$ cat src/hw/rtl/limit_order_book_matcher_unit_defines.svh
// Assertion macros for the order book matcher.
// Used by limit_order_book_matcher_unit; expects a clock named clk and reset rst.
`ifndef LIMIT_ORDER_BOOK_MATCHER_UNIT_DEFINES_SVH
`define LIMIT_ORDER_BOOK_MATCHER_UNIT_DEFINES_SVH
`ifndef SYNTHESIS
`define LOBM_ASSERT_IMPL(lbl, a, b) \
  lbl: assert property (@(posedge clk) disable iff (rst) (a) |-> (b)) \
    else $error("lobm assertion failed");
`define LOBM_ASSERT_NEXT(lbl, a, b) \
  lbl: assert property (@(posedge clk) disable iff (rst) (a) |=> (b)) \
    else $error("lobm assertion failed");
`else
`define LOBM_ASSERT_IMPL(lbl, a, b)
`define LOBM_ASSERT_NEXT(lbl, a, b)
`endif
`endif

$ cat src/hw/rtl/lobm_pkg.sv
// Shared types, constants and the heap ordering function of the order book matcher.
// No dependencies.
`timescale 1ns / 1ps
package lobm_pkg;
  localparam int BOOK_DEPTH_DEF = 1024;
  localparam int PRICE_W = 32;
  localparam int AMT_W = 32;
  localparam int KEY_W = PRICE_W + AMT_W;
  localparam int RES_W = 30;
  localparam logic [RES_W:0] BACKLOG_MOD = 31'd1000000007;
  // 2^30 mod 1000000007, used to fold the upper bits back in
  localparam int FOLD_W = 27;
  localparam logic [FOLD_W-1:0] FOLD_K = 27'd73741817;
  localparam logic BOOK_BUY = 1'b0;
  localparam logic BOOK_SELL = 1'b1;

  typedef enum logic [3:0] {
    ST_IDLE, ST_MATCH_RD, ST_MATCH_CHK, ST_POP_RD, ST_SD_L, ST_SD_R, ST_SD_DEC,
    ST_INS, ST_SU_P, ST_SU_DEC, ST_MOD_GO, ST_MOD_WAIT
  } lobm_state_t;

  function automatic logic ahead(input logic [KEY_W-1:0] a, input logic [KEY_W-1:0] b,
                                 input logic is_max);
    ahead = is_max ? (a > b) : (a < b);
  endfunction
endpackage

$ cat src/hw/rtl/lobm_modred.sv
// Reduction of the backlog total modulo 1000000007 by folding the bits above 2^30
// back in, one fold per cycle, then one compare and subtract. Depends on lobm_pkg.
`timescale 1ns / 1ps
module lobm_modred #(
  parameter int IN_W = 44
) (
  input  logic                      clk,
  input  logic                      rst,
  input  logic                      start,
  input  logic [IN_W-1:0]           value,
  output logic                      done,
  output logic [lobm_pkg::RES_W-1:0] result
);
  import lobm_pkg::*;

  localparam int HI_W = IN_W - RES_W;
  localparam int PROD_W = HI_W + FOLD_W;

  logic [IN_W-1:0]   acc;
  logic              run;
  logic [HI_W-1:0]   hi;
  logic [RES_W-1:0]  lo;
  logic [PROD_W-1:0] prod;
  logic [IN_W-1:0]   folded;
  logic [RES_W:0]    lo_ext;
  logic [RES_W:0]    lo_sub;

  assign hi     = acc[IN_W-1:RES_W];
  assign lo     = acc[RES_W-1:0];
  assign prod   = PROD_W'(hi) * PROD_W'(FOLD_K);
  assign folded = IN_W'(lo) + IN_W'(prod);
  assign lo_ext = {1'b0, lo};
  assign lo_sub = lo_ext - BACKLOG_MOD;

  always_ff @(posedge clk) begin
    if (rst) begin
      run  <= 1'b0;
      done <= 1'b0;
    end else begin
      done <= 1'b0;
      if (start) begin
        run <= 1'b1;
      end else if (run && hi == '0) begin
        run  <= 1'b0;
        done <= 1'b1;
      end
    end
  end

  always_ff @(posedge clk) begin
    if (start) begin
      acc <= value;
    end else if (run) begin
      if (hi != '0) begin
        acc <= folded;
      end else begin
        result <= (lo_ext >= BACKLOG_MOD) ? lo_sub[RES_W-1:0] : lo;
      end
    end
  end
endmodule

$ cat config.mk
export PLATFORM = sky130hd
export DESIGN_NAME = lobm_modred
export DESIGN_NICKNAME = d
export VERILOG_FILES = /design/src/hw/rtl/limit_order_book_matcher_unit_defines.svh /design/src/hw/rtl/lobm_pkg.sv /design/src/hw/rtl/lobm_modred.sv
export SDC_FILE = /design/constraint.sdc
export NUM_CORES = 1
export LEC_CHECK = 0
export ABC_AREA = 1
export BUFFER_PORTS_ARGS = -buffer_cell sky130_fd_sc_hd__clkbuf_2
export CORE_MARGIN = 10
export CORE_UTILIZATION = 30
export DETAILED_ROUTE_END_ITERATION = 10
export SLEW_MARGIN = 20
export SYNTH_ARGS = -nofsm -noshare
export SYNTH_HDL_FRONTEND = slang
export SYNTH_SLANG_ARGS = --single-unit
$ cat constraint.sdc
create_clock -name clk -period 16.3 [get_ports clk]
set_input_delay 2.445 -clock clk [delete_from_list [all_inputs] [get_ports clk]]
set_output_delay 2.445 -clock clk [all_outputs]
set_load 0.02 [all_outputs]
# Word level (Yosys, flattened, before mapping)
# Cells that the tools add are included.
# word_totals
mem_bits_ro	0
latchBits	0
memories	0
wordCells	26
out_inout_bits	31
reg_bits	76
ramBits	0
# op_classes
div	0
mux	7
reduce_logical	9
bitwise_logic	2
mul	1
shift	0
add_sub_neg	2
n_lt_le_gt_ge	1
eq_ne	0
# ops
cell	count
$mux 44	3
$add 30x41->42	1
$mul 14x27->41 const B	1
$ge 30x30->1 const B	1
$mux 30	1
$sub 30x30->30 const B	1
$logic_not 14->1	1
$reduce_bool 14->1	1
$reduce_bool 2->1	3
$mux 1	3
$reduce_and 3->1	1
$not 1->1	2
$reduce_and 2->1	1
$reduce_or 2->1	1
$logic_and 1x1->1	1

# Depth between registers and ports, before layout
# depth
ltp_word	5
ltp_mapped	26

# Worst setup path after synthesis
# No wires, ideal clock.
# synth_timing
path_type	register to register
start	register acc[42]
end	register acc[31] (data pin)
setup_time_ps	254
period_less_slack_ps	5532
arrival_ps	5278
required_ps	16046
path_slack_ps	10768
stages_incl_launch_ff	27
n_path_buf	0
cell_sequence	edfxtp_1 > fa_1 > nand2_1 > inv_1 > nor2_1 > ha_1 > or2_2 > fa_1 > inv_1 > fa_1 > inv_1 > fa_1 > inv_1 > fa_1 > inv_1 > ha_1 > nand2_1 > nor2_1 > inv_1 > nor2_1 > nand3_1 > nand3_1 > nand2_1 > nand2_1 > nand2_1 > nand3_1 > nand2_1
# synth_between
elab_chain_cells	5
# synth_lines
element	line_no	text
start, declared	lobm_modred.sv:19	logic [IN_W-1:0] acc;
start signal, assigned	lobm_modred.sv:52	acc <= value;
start signal, assigned	lobm_modred.sv:55	acc <= folded;
$mul 14x27->41	lobm_modred.sv:30	assign prod = PROD_W'(hi) * PROD_W'(FOLD_K);
$add 30x41->42	lobm_modred.sv:31	assign folded = IN_W'(lo) + IN_W'(prod);
$mux 44	lobm_modred.sv:54	if (hi != '0) begin
$mux 44	lobm_modred.sv:53	end else if (run) begin
$mux 44	lobm_modred.sv:51	if (start) begin
# Every way passes these cells. The select of a mux whose other input is x is not followed.
# A chain may end at the register's enable or synchronous reset.

# Final worst setup path
# Same ends and word-level chain as after synthesis.

==> impl_metrics.toml <==
[place]
pre_cts_slack_ns = 9.97
port-buffer-count = 77
hpwlAfterDp_um = 32600
gp_routability_congestion = 0.943

[timing]
clock-skew-final_ns = 0.0224
rsz0062_at_grt = "false"
hold_slack_ns = 0.510
drv_slew = 0
report.final.hold_viol_count = 0
post-route-period-util_pct = 38.9
worst-slew-pin-transition_ns = 0.683
finalWorstSetupSlack_ns = 9.96
report.final.setup_viol = 0
fmax_ghz = 0.158
setup-tns-final_ns = 0
max-slew-margin-rel_pct = 54.5
min_period_ns = 6.34

[cells_and_area]
layout.cells.most_common_list = "inv_1, nand2_1, ha_1, fa_1, nor2_1"
finalCoreUtilization_pct = 33.7
syn_to_final_growth_pct = 10.6
layout_cells_sized_above_1_pct = 7.87
antenna-diode-count = 0
fill_cells = 4221
fin_nets = 1971

[floorplan]
area_of_the_core_region_um2 = 39900
ios = 78
core.rowCount = 73
die_area_um2 = 48900
die_w_um = 221
initial_core_utilization_pct = 30.4
die_height_um = 221

[detailed_routing]
vias_per_cell = 4.59
totalWireLength_um = 37100
route.detailed.wl_per_inst_um = 17.4
drc = 0
first_pass_iteration_count_of_the_detailed_router = 5
dr_total_vias = 9817
ant_nets = 0
drtIter0Drc = 636

[status]
outcome = "completed"

[clocking]
tritoncts.num_buffers = 9
worst_skew_pair.late_latency_ns = 0.38
holdBufCountCts = 0
worst_setup_hold_path_clk_slew_ns = 0.08
post_cts_resize_count = 0
h-tree-depth = 3
cts_num_sinks = 76
clockBufferDepth = 2
cts_tree = "yes"
cts.root.buffer_cell = "clkbuf_16"
post_cts_buffers = 0

[setup_path]
startpoint_type = "register"
worstPathMaxFanout = 11
critical_path_class = "reg -> reg"
crit-reg2reg-launch = "acc[42]$_SDFFCE_PN0P_"
setup.worst_path.start = "acc[42]$_SDFFCE_PN0P_"
arrival_ns = 6.46
worst_setup_path_end_kind = "register"
cp_data_required_time_ns = 16.43

[logic_synthesis]
seq_area_frac_synth_pct = 18.6
synth_area_leader_cell = "fa_1"
synth.lib_cells_used.distinct = 38
synth-seq-cells = 76
yosys_warnings = 0
synth_largest_type_area_fraction_pct = 23.9
mappedNetlistArea_um2 = 12100
yosys-top-cells-area = "fa_1, edfxtp_1, ha_1"
syn-mean-instance-area_um2 = 7.94
net_count_after_synthesis = 1892
syn-instance-count = 1529

[run]
cap_violations = 0

[grt]
grt_antenna_before_repair = 0
grt_first_pass_wirelength_um = 58500
grt.total_usage_pct = 15.3
maximum_number_of_pins_on_one_net_before_global_route_repair = 59
globalRoute.totalOverflow = 0
grt_pass1_vias = 10183

[hold_path]
timing.hold.worst.class = "reg -> reg"
min_from = "run$_SDFFE_PP0P_"
## critical path: stages (launching register included)
cell and delay (ns):
edfxtp_1 0.66, fa_1 0.65, nand2_1 0.07, inv_1 0.10, nor2_1 0.09, ha_1 0.20
or2_2 0.30, fa_1 0.54, inv_1 0.08, fa_1 0.54, inv_1 0.06, fa_1 0.53
inv_1 0.06, fa_1 0.53, inv_1 0.04, ha_1 0.36, nand2_1 0.12, nor2_1 0.29
inv_1 0.07, nor2_1 0.12, nand3_1 0.10, nand3_1 0.23, nand2_1 0.11, nand2_1 0.08
nand2_1 0.05, nand3_1 0.07, nand2_1 0.05
## final cells by class
class,instances,area [µm²],area share [%]
clock buffers,9,225,1.68
multi-input cells,1058,8380,62.4
clock inverters,7,57.6,0.428
flip-flops and latches,76,2260,16.8
inverters,381,1430,10.6
repair buffers,82,423,3.15
well taps,525,657,4.89
## metal layers
layer | routed length (µm) | vias up | share of wire (%) | global-route usage (%)
li1 | - | 4862 | - | -
met5 | 0 | - | 0 | 0
met3 | 1990 | 41 | 5.4 | 3.20
met1 | 17200 | 4696 | 46 | 20.2
met2 | 17100 | 218 | 46 | 24.6
met4 | 849 | 0 | 2.3 | 4.32
## sequential cells by signal, summed over array words and instances (netlist names)
name	flops
acc	44
result	30
run	1
done	1
## cells in the mapped netlist, drive strengths merged
library cell and n:
inv 381, nand2 376, ha 171, fa 145, nor2 102, nand3 85
edfxtp 74, a21oi 51, o21ai 43, xor2 21, nor3 16, or2 13
clkbuf 9, nand4 9, xnor2 9, buf 5, o21bai 4, nand3b 3
a21boi 2, and3 2, dfxtp 2, a21bo 1, a21o 1, a22oi 1
a31oi 1, o2111ai 1, o22ai 1
## path summary, 6_finish.rpt
kind                                          end  slack, ns  depth (start not counted)
worst max-delay path            acc[31]$_DFFE_PP_       9.96                         26
worst min-delay path              done$_SDFF_PP0_       0.51                          2
worst max register to register  acc[31]$_DFFE_PP_       9.96                         26
worst min register to register    done$_SDFF_PP0_       0.51                          2
## metrics by stage
stage / cell area, µm² / instances
2_1_floorplan: 12100 / 1529
3_3_place_gp: 13200 / 2122
3_5_place_dp: 13200 / 2122
4_1_cts: 13400 / 2138
5_1_grt: 13400 / 2138
6_report: 13400 / 2138
## kinds of logic after synthesis
kind of cell	Yosys count	synth area share [%]
xor gates and xnor gates	30	2.16
adders and majority gates	316	41.5
AOI/OAI and AO/OA	106	4.66
DFF	76	18.6
and+or+nand+nor	606	20.6
buffers and inverters	395	12.4
Power is left out: the tool's default activity adds up to more than one toggle a clock period on the data nets, which glitch-free logic cannot reach.
